`src/rtl/apq_pkg.sv`:
```
`timescale 1ns / 1ps
// ----------------------------------------------------------------------------
// apq_pkg
// Shared codes and the command and status bundles between the controller
// and the datapath of the array priority queue.
// ----------------------------------------------------------------------------
package apq_pkg;

   // field widths fixed by the interface
   localparam int OP_W     = 2;
   localparam int DATA_W   = 32;
   localparam int STATUS_W = 2;
   localparam int COUNT_W  = 5;

   // request opcodes
   localparam logic [OP_W-1:0] OP_INSERT = 2'd0;
   localparam logic [OP_W-1:0] OP_DELETE = 2'd1;
   localparam logic [OP_W-1:0] OP_PEEK   = 2'd2;

   // response status codes
   localparam logic [STATUS_W-1:0] STATUS_OK    = 2'd0;
   localparam logic [STATUS_W-1:0] STATUS_EMPTY = 2'd1;
   localparam logic [STATUS_W-1:0] STATUS_FULL  = 2'd2;

   // controller to datapath
   typedef struct packed {
      logic load_req;   // capture request, set status, restart scan
      logic do_insert;  // append captured pair, count up
      logic scan_step;  // read next priority, advance scan index
      logic fetch;      // read winner value and last entry
      logic commit;     // take result, move last entry on a delete
      logic rsp_load;   // load response registers
   } apq_cmd_type;

   // datapath to controller
   typedef struct packed {
      logic count_empty;
      logic count_full;
      logic scan_last;  // scan index sits on the last stored entry
   } apq_stat_type;

endpackage

```
`src/rtl/array_priority_queue.sv`:
```
`timescale 1ns / 1ps
// ----------------------------------------------------------------------------
// array_priority_queue
// Max-priority queue of value and priority pairs in an unsorted array.
// ----------------------------------------------------------------------------
// One request is worked at a time and each gives one response. An insert
// appends the pair, or is refused with a full status when DEPTH entries are
// stored. A delete or peek reads the stored priorities one per cycle through
// the single read port of the priority memory, in these steps: the accepting
// cycle, the scan reads, a compare drain, a read of the winning value and of
// the last entry, a write-back and the response load. On equal priorities the
// lowest index wins; a delete moves the last entry into the freed slot. Delete
// or peek on an empty queue returns an empty status. A finished response
// waits in an output register, and the next request is taken as soon as
// that register is loaded.
// The memories are not cleared after reset; only written entries are ever read.
// entry_count shows the low 5 bits of the stored count.
// ----------------------------------------------------------------------------
module array_priority_queue #(
   parameter int DEPTH = 16
) (
   input  logic                                clock,
   input  logic                                reset,
   input  logic                                req_valid,
   output logic                                req_stall,
   input  logic        [apq_pkg::OP_W-1:0]     req_opcode,
   input  logic signed [apq_pkg::DATA_W-1:0]   req_value_in,
   input  logic signed [apq_pkg::DATA_W-1:0]   req_priority_in,
   output logic                                rsp_valid,
   input  logic                                rsp_stall,
   output logic        [apq_pkg::STATUS_W-1:0] rsp_status,
   output logic signed [apq_pkg::DATA_W-1:0]   rsp_value_out,
   output logic        [apq_pkg::COUNT_W-1:0]  rsp_entry_count
);
   import apq_pkg::*;

   apq_cmd_type  cmd;
   apq_stat_type stat;

   // sequencer
   apq_ctrl u_ctrl (
      .clock      (clock),
      .reset      (reset),
      .req_valid  (req_valid),
      .req_stall  (req_stall),
      .req_opcode (req_opcode),
      .rsp_valid  (rsp_valid),
      .rsp_stall  (rsp_stall),
      .stat       (stat),
      .cmd        (cmd)
   );

   // storage, scan and response registers
   apq_datapath #(
      .DEPTH (DEPTH)
   ) u_datapath (
      .clock           (clock),
      .reset           (reset),
      .cmd             (cmd),
      .stat            (stat),
      .req_opcode      (req_opcode),
      .req_value_in    (req_value_in),
      .req_priority_in (req_priority_in),
      .rsp_status      (rsp_status),
      .rsp_value_out   (rsp_value_out),
      .rsp_entry_count (rsp_entry_count)
   );

endmodule

```
`src/rtl/apq_datapath.sv`:
```
`timescale 1ns / 1ps
// ----------------------------------------------------------------------------
// apq_datapath
// Value and priority memories, entry count, sequential max scan and the
// response registers.
// ----------------------------------------------------------------------------
module apq_datapath #(
   parameter int DEPTH = 16
) (
   input  logic                                   clock,
   input  logic                                   reset,
   input  apq_pkg::apq_cmd_type                   cmd,
   output apq_pkg::apq_stat_type                  stat,
   input  logic        [apq_pkg::OP_W-1:0]        req_opcode,
   input  logic signed [apq_pkg::DATA_W-1:0]      req_value_in,
   input  logic signed [apq_pkg::DATA_W-1:0]      req_priority_in,
   output logic        [apq_pkg::STATUS_W-1:0]    rsp_status,
   output logic signed [apq_pkg::DATA_W-1:0]      rsp_value_out,
   output logic        [apq_pkg::COUNT_W-1:0]     rsp_entry_count
);
   import apq_pkg::*;

   localparam int IW = (DEPTH > 1) ? $clog2(DEPTH) : 1;
   localparam int CW = $clog2(DEPTH + 1);

   // storage
   logic        [DATA_W-1:0] value_mem [DEPTH];
   logic        [DATA_W-1:0] prio_mem  [DEPTH];

   logic        [CW-1:0]       count_ff;
   logic        [OP_W-1:0]     op_ff;
   logic        [DATA_W-1:0]   value_ff;
   logic        [DATA_W-1:0]   prio_ff;
   logic        [STATUS_W-1:0] status_ff;
   logic        [DATA_W-1:0]   result_ff;

   logic        [IW-1:0]       scan_idx_ff;
   logic                       cmp_valid_ff;
   logic        [IW-1:0]       cmp_idx_ff;
   logic        [IW-1:0]       best_idx_ff;
   logic signed [DATA_W-1:0]   best_prio_ff;

   logic signed [DATA_W-1:0]   prio_rd_ff;
   logic        [DATA_W-1:0]   value_rd_a_ff;
   logic        [DATA_W-1:0]   value_rd_b_ff;

   logic        [STATUS_W-1:0] rsp_status_ff;
   logic        [DATA_W-1:0]   rsp_value_ff;
   logic        [COUNT_W-1:0]  rsp_count_ff;

   logic        [CW-1:0]       count_dec;
   logic        [IW-1:0]       last_idx;
   logic        [IW-1:0]       prio_rd_addr;
   logic                       wr_en;
   logic        [IW-1:0]       wr_addr;
   logic        [DATA_W-1:0]   wr_value;
   logic        [DATA_W-1:0]   wr_prio;
   logic        [CW+COUNT_W-1:0] count_wide;
   logic        [STATUS_W-1:0] status_in;
   logic                       take_best;

   // count derived status
   assign count_dec        = count_ff - CW'(1);
   assign last_idx         = count_dec[IW-1:0];
   assign stat.count_empty = (count_ff == '0);
   assign stat.count_full  = (count_ff == CW'(DEPTH));
   assign stat.scan_last   = (scan_idx_ff == last_idx);

   // status of the new request, known at capture
   always_comb begin
      status_in = STATUS_OK;
      priority if (req_opcode == OP_INSERT && stat.count_full) begin
         status_in = STATUS_FULL;
      end else if ((req_opcode == OP_DELETE || req_opcode == OP_PEEK) &&
                   stat.count_empty) begin
         status_in = STATUS_EMPTY;
      end
   end

   // request capture and result
   always_ff @(posedge clock) begin
      if (cmd.load_req) begin
         op_ff     <= req_opcode;
         value_ff  <= req_value_in;
         prio_ff   <= req_priority_in;
         status_ff <= status_in;
         result_ff <= '0;
      end else if (cmd.commit) begin
         result_ff <= value_rd_a_ff;
      end
   end

   // entry count
   always_ff @(posedge clock) begin
      if (reset) begin
         count_ff <= '0;
      end else if (cmd.do_insert) begin
         count_ff <= count_ff + CW'(1);
      end else if (cmd.commit && op_ff == OP_DELETE) begin
         count_ff <= count_dec;
      end
   end

   // scan index
   always_ff @(posedge clock) begin
      if (cmd.load_req) begin
         scan_idx_ff <= '0;
      end else if (cmd.scan_step) begin
         scan_idx_ff <= scan_idx_ff + IW'(1);
      end
   end

   // compare stage works in the cycle after the priority read
   always_ff @(posedge clock) begin
      if (reset) begin
         cmp_valid_ff <= 1'b0;
      end else begin
         cmp_valid_ff <= cmd.scan_step;
      end
   end

   always_ff @(posedge clock) begin
      if (cmd.scan_step) begin
         cmp_idx_ff <= scan_idx_ff;
      end
   end

   // first entry always taken, later ones only when strictly greater
   assign take_best = cmp_valid_ff && (cmp_idx_ff == '0 || prio_rd_ff > best_prio_ff);

   always_ff @(posedge clock) begin
      if (take_best) begin
         best_idx_ff  <= cmp_idx_ff;
         best_prio_ff <= prio_rd_ff;
      end
   end

   // shared write port: insert at the end, or move last entry into the hole
   always_comb begin
      wr_en    = 1'b0;
      wr_addr  = count_ff[IW-1:0];
      wr_value = value_ff;
      wr_prio  = prio_ff;
      priority if (cmd.do_insert) begin
         wr_en = 1'b1;
      end else if (cmd.commit && op_ff == OP_DELETE) begin
         wr_en    = 1'b1;
         wr_addr  = best_idx_ff;
         wr_value = value_rd_b_ff;
         wr_prio  = prio_rd_ff;
      end
   end

   assign prio_rd_addr = cmd.fetch ? last_idx : scan_idx_ff;

   // priority memory, one write and one registered read
   always_ff @(posedge clock) begin
      if (wr_en) begin
         prio_mem[wr_addr] <= wr_prio;
      end
      if (cmd.scan_step || cmd.fetch) begin
         prio_rd_ff <= prio_mem[prio_rd_addr];
      end
   end

   // value memory, one write and two registered reads
   always_ff @(posedge clock) begin
      if (wr_en) begin
         value_mem[wr_addr] <= wr_value;
      end
      if (cmd.fetch) begin
         value_rd_a_ff <= value_mem[best_idx_ff];
         value_rd_b_ff <= value_mem[last_idx];
      end
   end

   // response registers
   assign count_wide = {{COUNT_W{1'b0}}, count_ff};

   always_ff @(posedge clock) begin
      if (cmd.rsp_load) begin
         rsp_status_ff <= status_ff;
         rsp_value_ff  <= result_ff;
         rsp_count_ff  <= count_wide[COUNT_W-1:0];
      end
   end

   assign rsp_status      = rsp_status_ff;
   assign rsp_value_out   = rsp_value_ff;
   assign rsp_entry_count = rsp_count_ff;

endmodule

```
`src/rtl/apq_ctrl.sv`:
```
`timescale 1ns / 1ps
// ----------------------------------------------------------------------------
// apq_ctrl
// Sequencer for the array priority queue: request capture, scan, fetch,
// commit and response hand-off.
// ----------------------------------------------------------------------------
module apq_ctrl (
   input  logic                          clock,
   input  logic                          reset,
   input  logic                          req_valid,
   output logic                          req_stall,
   input  logic [apq_pkg::OP_W-1:0]      req_opcode,
   output logic                          rsp_valid,
   input  logic                          rsp_stall,
   input  apq_pkg::apq_stat_type         stat,
   output apq_pkg::apq_cmd_type          cmd
);
   import apq_pkg::*;

   localparam logic [2:0] S_IDLE     = 3'd0;
   localparam logic [2:0] S_INSERT   = 3'd1;
   localparam logic [2:0] S_SCAN     = 3'd2;
   localparam logic [2:0] S_SCAN_END = 3'd3;
   localparam logic [2:0] S_FETCH    = 3'd4;
   localparam logic [2:0] S_COMMIT   = 3'd5;
   localparam logic [2:0] S_DONE     = 3'd6;

   logic [2:0] state_ff;
   logic [2:0] state_in;
   logic       rsp_valid_ff;
   logic       rsp_valid_in;
   logic       accept;
   logic       out_free;

   assign req_stall = (state_ff != S_IDLE);
   assign accept    = req_valid && !req_stall;
   assign out_free  = !rsp_valid_ff || !rsp_stall;

   // next state and commands
   always_comb begin
      state_in = state_ff;
      cmd      = '0;
      unique case (state_ff)
         S_IDLE: begin
            if (accept) begin
               cmd.load_req = 1'b1;
               priority if (req_opcode == OP_INSERT) begin
                  state_in = stat.count_full ? S_DONE : S_INSERT;
               end else if (req_opcode == OP_DELETE || req_opcode == OP_PEEK) begin
                  state_in = stat.count_empty ? S_DONE : S_SCAN;
               end else begin
                  state_in = S_DONE;
               end
            end
         end
         S_INSERT: begin
            cmd.do_insert = 1'b1;
            state_in      = S_DONE;
         end
         S_SCAN: begin
            cmd.scan_step = 1'b1;
            if (stat.scan_last) begin
               state_in = S_SCAN_END;
            end
         end
         S_SCAN_END: begin
            state_in = S_FETCH;
         end
         S_FETCH: begin
            cmd.fetch = 1'b1;
            state_in  = S_COMMIT;
         end
         S_COMMIT: begin
            cmd.commit = 1'b1;
            state_in   = S_DONE;
         end
         S_DONE: begin
            if (out_free) begin
               cmd.rsp_load = 1'b1;
               state_in     = S_IDLE;
            end
         end
         default: begin
            state_in = S_IDLE;
         end
      endcase
   end

   // response valid holds until taken
   assign rsp_valid_in = cmd.rsp_load || (rsp_valid_ff && rsp_stall);

   always_ff @(posedge clock) begin
      if (reset) begin
         state_ff     <= S_IDLE;
         rsp_valid_ff <= 1'b0;
      end else begin
         state_ff     <= state_in;
         rsp_valid_ff <= rsp_valid_in;
      end
   end

   assign rsp_valid = rsp_valid_ff;

endmodule

```
`config.mk`:
```
export PLATFORM = sky130hd
export DESIGN_NAME = array_priority_queue
export DESIGN_NICKNAME = d
export VERILOG_FILES = /design/src/rtl/apq_pkg.sv /design/src/rtl/array_priority_queue.sv /design/src/rtl/apq_datapath.sv /design/src/rtl/apq_ctrl.sv
export SDC_FILE = /design/constraint.sdc
export NUM_CORES = 2
export LEC_CHECK = 0
export BUFFER_PORTS_ARGS = -buffer_cell sky130_fd_sc_hd__buf_4
export CAP_MARGIN = 20
export CORE_MARGIN = 10
export CORE_UTILIZATION = 62
export DETAILED_ROUTE_END_ITERATION = 12
export PLACE_DENSITY = 0.8
export SLEW_MARGIN = 20
export SYNTH_ARGS = -nofsm -noshare
export SYNTH_HDL_FRONTEND = slang
export SYNTH_HIERARCHICAL = 1
export SYNTH_SLANG_ARGS = --single-unit
```
`constraint.sdc`:
```
create_clock -name clock -period 7.3 [get_ports clock]
set_input_delay 0 -clock clock [delete_from_list [all_inputs] [get_ports clock]]
set_output_delay 0 -clock clock [all_outputs]
set_load 0.02 [all_outputs]
```
---- Word-level counts from Yosys, hierarchy flattened ----
Memory sizes are Yosys's and may differ from the RTL's. A register that Yosys moved wholly into a read port is not among the register bits.
Index checks and enable logic that the tools add are counted.
storage, ports and cells
  latch bits .............................. 0
  bits in writable memories ............... 1,024
  bits of input ports ..................... 70
  bits in read-only memories .............. 0
  memories kept ........................... 2
  word-level logic and storage cells ...... 88
  bits in registers ....................... 193
memories
  name                  depth  bits a word  rd ports  clocked after memory_dff  wr ports  line                source
  u_datapath.prio_mem   16     32           1         1                         1         apq_datapath.sv:28  logic [DATA_W-1:0] prio_mem [DEPTH];
  u_datapath.value_mem  16     32           2         2                         1         apq_datapath.sv:27  logic [DATA_W-1:0] value_mem [DEPTH];
operators by class
  equality and inequality tests ........... 14
  order comparisons ....................... 1
  $mul .................................... 0
  reductions and logical operators ........ 22
  multiplexer cells ....................... 30
  divide/modulo/power cells ............... 0
  bitwise operators ....................... 0
  shifts and indexed selects .............. 0
  $add $sub $neg .......................... 3
operator list
  kind                                                  count
  two-way mux 32 bit                                    4
  > comparator 32 bit                                   1
  two-way mux 3 bit                                     7
  case mux 3 bit (6 select lines)                       1
  two-way mux 1 bit                                     13
  two-way mux 4 bit                                     3
  two-way mux 5 bit                                     2
  equality test 3 bit (second input constant)           3
  equality test 3 x 2 -> 1 bit (second input constant)  2
  logical AND 1 bit                                     6
  adder 5 x 1 -> 5 bit (second input constant)          1
  equality test 5 bit (second input constant)           1
  zero test 5 bit                                       1
  logical OR 1 bit                                      5
  subtractor 5 x 1 -> 5 bit (second input constant)     1
  adder 4 x 1 -> 4 bit (second input constant)          1
  equality test 2 x 1 -> 1 bit (second input constant)  2
  equality test 4 bit                                   1
  zero test 4 bit                                       1
  != test 2 x 1 -> 1 bit (second input constant)        2
  equality test 3 x 1 -> 1 bit (second input constant)  1
  zero test 1 bit                                       3
  zero test 3 bit                                       1
  AND reduction 3 bit                                   1
  other kinds (6)                                       6

---- Logic depth before layout (Yosys ltp) ----
  depth in word-level cells ............... 7
  depth in mapped cells ................... 13

---- Cells and area by module ----
The synthesis kept the hierarchy.
modules (own cells, without submodules)
  module        cells an instance  area an instance (um2)  sequential area each (um2)  times used
  apq_datapath  2,514              53,309.9                38,887.3                    1
  apq_ctrl      35                 285.3                   80.1                        1

---- Least setup slack after synthesis ----
OpenSTA, ideal clock, no wires.
  kind .................................... register to register
  start ................................... register u_ctrl.state_ff[0]
  end ..................................... memory u_datapath.prio_mem[9][0], enable pin
  buffers on the path ..................... 2
  data arrival time ....................... 4.630 ns
  cell stages (with the launch flop) ...... 9
  path slack .............................. 2.183 ns
  cell sequence ........................... dfxtp_1 > clkbuf_1 > nor3b_1 > nor3_1 > buf_2 > nor3_1 > a31oi_1 > or2_2 > nor2_1
RTL lines
  item                    line                source
  start, declared         apq_ctrl.sv:28      logic [2:0] state_ff;
  start signal, assigned  apq_ctrl.sv:97      state_ff <= state_in;
  end, declared           apq_datapath.sv:28

==> impl_metrics.tcl <==
set metrics [dict create \
    status "finished, final reports clean" \
    dieArea_um2 98600 \
    final-setup-viol-count 0 \
    yosys-top-cells-area "edfxtp_1, mux4_2, dfxtp_1" \
    r2r_setup_slack_ns 2.30 \
    antenna_found_initial 0 \
    p_sw_mw 4.98 \
    maxCapViolations 0 \
    netlist.area_leader.share_pct 71.0 \
    multiInputGateArea_um2 13900 \
    clock_latency_ns 0.74 \
    place_area_um2 55900 \
    path_delay_family "buffers and inverters" \
    crit_path_frequent_cell "buf_4" \
    drc_errors 0 \
    fmax_ghz 0.200 \
    drive_gt1_share_pct 28.7 \
    period_needed_ns 5.00 \
    ys_ff_latch 1313 \
    hp-start "req_value_in[25]" \
    start_kind "register" \
    crit_arrival_ns 5.36 \
    finalWirelength_um 131000 \
    fillers 4782 \
    p_int_mw 14.4 \
    insertedDiodeCount 0 \
    rsz0062_at_grt "false" \
    cts_tree "built" \
    pre_cts_slack_ns 2.36 \
    cp-startpoint "u_ctrl/state_ff[2]" \
    synthCells 2549 \
    p_leak_nw 19.8 \
    synth_top_area_cell "edfxtp_1" \
    final-max-slew-violation-count 0 \
    cp_max_fo 51 \
    core_um2 85400 \
    slew-limit-headroom_pct 23.4 \
    critical_path_required_ns 7.66 \
    path_clk_slew_ns 0.06 \
    fin_nets 2944 \
    slowest_stage "nor2_4" \
    synth_edf_count 1267 \
    skew_ns 0.0247 \
    cts_buffers 131 \
    clock-sinks 1313 \
    overflow 0 \
    vias 28202 \
    hold_viol_final 0 \
    r2r-start "u_ctrl/state_ff[2]" \
    grt_pass1_vias 30002 \
    setup_tns_ns 0 \
    synth_ff_type "edfxtp_1" \
    seqCellArea_um2 39000 \
    ioPinCount 111 \
    synthToLayoutAreaGrowth_pct 14.7 \
    critPathMaxStageDelay_ns 1.00 \
    path_cells "and3b_2, buf_4, nand2_1, nor3_2, buf_4, a31oi_1, nor2_4, buf_4" \
    setup_slack_ns 2.30 \
    wl_per_cell_um 32.2 \
    synth.avg_cell_area_um2 21.0 \
    grt_pass1_wl_um 196000 \
    htreeDepth 4 \
    cts_setup_buffers 0 \
    firstDrtPassIters 6 \
    start_util_pct 62.7 \
    yosysWarningCount 6 \
    grt_usage_pct 26.9 \
    final_cell_area_um2 61500 \
    routabilityCongestion 0.787 \
    clockBufferDepth 3 \
    clockPowerShare_pct 34.3 \
    synth_fp_nets 2657 \
    path_class "reg2reg" \
    rows 107 \
    peakVddDrop_v 0.000345 \
    root_buffer "clkbuf_16" \
    fin_crit_sh_pct 68.5 \
    netSwitchingFraction_pct 25.7 \
    grt_start_max_net_pins 129 \
    portBuffers 110 \
    die-width_um 314 \
    p_comb_share_pct 18.5 \
    synth.distinct_cells 53 \
    worstHoldPathType "in2reg" \
    cp-end-kind "register" \
    die_h_um 314 \
    post-route-util_pct 72.0 \
    hpwl_um 66400 \
    synthesis.area_um2 53600 \
    seq_power_share_pct 47.2 \
    async_flop_share_pct 0 \
    power.density_nw_per_um2 315 \
    yosysSeqAreaShare_pct 72.7 \
    worst_slew_pin_slew_ns 1.15 \
    initialDrtViolationCount 3772 \
    viasPerCell 6.92 \
    ant_nets 0 \
    critPathBufInv 3 \
]
[cells by family after synthesis]
group	synth area share, %
flip-flops	72.7
multiplexers	20.0
AND/OR/NAND/NOR	2.93
buffers and inverters	1.75
AO/OA/AOI/OAI	1.48
adder cells (fa/ha/maj)	0.887
XOR/XNOR	0.208
[worst reg2reg max path, cell delays in order (launching register included)]
cell and delay (ns):
dfxtp_1 0.53, and3b_2 0.26, buf_4 0.53, nand2_1 0.21, nor3_2 0.20, buf_4 0.68, a31oi_1 0.55, nor2_4 1.00
buf_4 0.64
[layout by cell type, fill, tap and decap left out, types with 5 or more instances in the layout]
master            n
o21ai_0           8
nor3_1            7
dfxtp_1          45
a211oi_1         34
a31oi_1           9
nor2_1           53
edfxtp_1       1267
nand4_1           8
clkbuf_16       135
ha_1             37
clkbuf_1         21
bufinv_16        12
buf_4           152
a21oi_1          49
nor2_4           17
inv_1            40
dlygate4sd3_1   133
xnor2_1           7
nor2b_1          36
mux4_2          448
clkinvlp_4        8
buf_12            9
inv_6             7
nand2_1         208
clkinv_2         16
clkinv_1         25
or2_2             5
mux2i_1          65
[layout make-up]
cell class                 instances  share of cell area, %
tap                             1144                   2.33
multi-input combinational       1046                   22.6
timing repair buffer             301                   4.56
clock inverter                    73                   1.21
clock buffer                     156                   5.62
inverter                          43                  0.265
sequential                      1313                   63.4
[synthesized netlist by cell type (4+ instances only)]
library cell  number
buf_4              9
ha_1              38
nor4_1             4
inv_1             40
buf_1             21
nor2b_1           36
buf_2             50
buf_6             17
a31oi_1            9
a21oi_1           51
nand2_1          208
nor3_1             8
dfxtp_1           46
mux4_2           448
o21ai_0            9
nor2_1            70
xnor2_1            7
a211oi_1          34
edfxtp_1        1267
nand4_1            8
clkbuf_1          50
mux2i_1           65
or2_2              5
[state kept, by name (all words and copies together) (netlist names), 2 cells and up]
signal,flops
u_datapath/result_ff,32
u_datapath/scan_idx_ff,4
u_datapath/prio_mem,512
u_datapath/prio_ff,32
u_datapath/value_ff,32
u_datapath/prio_rd_ff,32
u_datapath/rsp_status,2
u_ctrl/state_ff,3
u_datapath/value_mem,512
u_datapath/rsp_entry_count,5
u_datapath/status_ff,2
u_datapath/best_idx_ff,4
u_datapath/best_prio_ff,32
u_datapath/rsp_value_out,32
u_datapath/value_rd_a_ff,32
u_datapath/cmp_idx_ff,4
u_datapath/count_ff,5
u_datapath/value_rd_b_ff,32
u_datapath/op_ff,2
[repair_timing]
item                      in CTS  in global routing
hold buffers                 133                  0
resized for setup              0                  0
hold endpoints to repair      91                  0
[power groups by stage]
stage               clock network, mW  logic, mW  registers (mW)
floorplan                           0       2.65            9.19
global placement                    0       3.33            9.25
detailed placement                  0       3.45            9.28
CTS                              6.70       3.58            9.13
global route                     6.99       3.83            9.16
finish                           6.64       3.58            9.13
[stage by stage]
step | hold WS (ns) | total power, mW | cells
final | 0.0266 | 19.4 | 4076
after global routing | 0.0208 | 20.0 | 4076
after CTS | 0.000510 | 19.4 | 4072
after detailed placement | 0.179 | 12.7 | 3710
after global placement | 0.178 | 12.6 | 3707
after floorplan | 0.0689 | 11.8 | 2549
[routing by layer]
| layer | up-vias | global-route usage (%) | wire, um |
|---|---|---|---|
| met5 | - | 0 | 0 |
| met4 | 0 | 11.9 | 5010 |
| met3 | 340 | 4.94 | 11300 |
| met2 | 1856 | 45.2 | 68100 |
| met1 | 14835 | 34.5 | 46700 |
| li1 | 11171 | - | - |
[worst paths after layout]
path | endpoint | cells after the start
worst max-delay path | u_datapath/value_mem[12][11] | 8
worst min-delay path | u_datapath/value_ff[25] | 2
worst max register to register | u_datapath/value_mem[12][11] | 8
worst min register to register | u_datapath/rsp_status[1] | 0
Note: power is estimated with default switching activity, not from simulation.
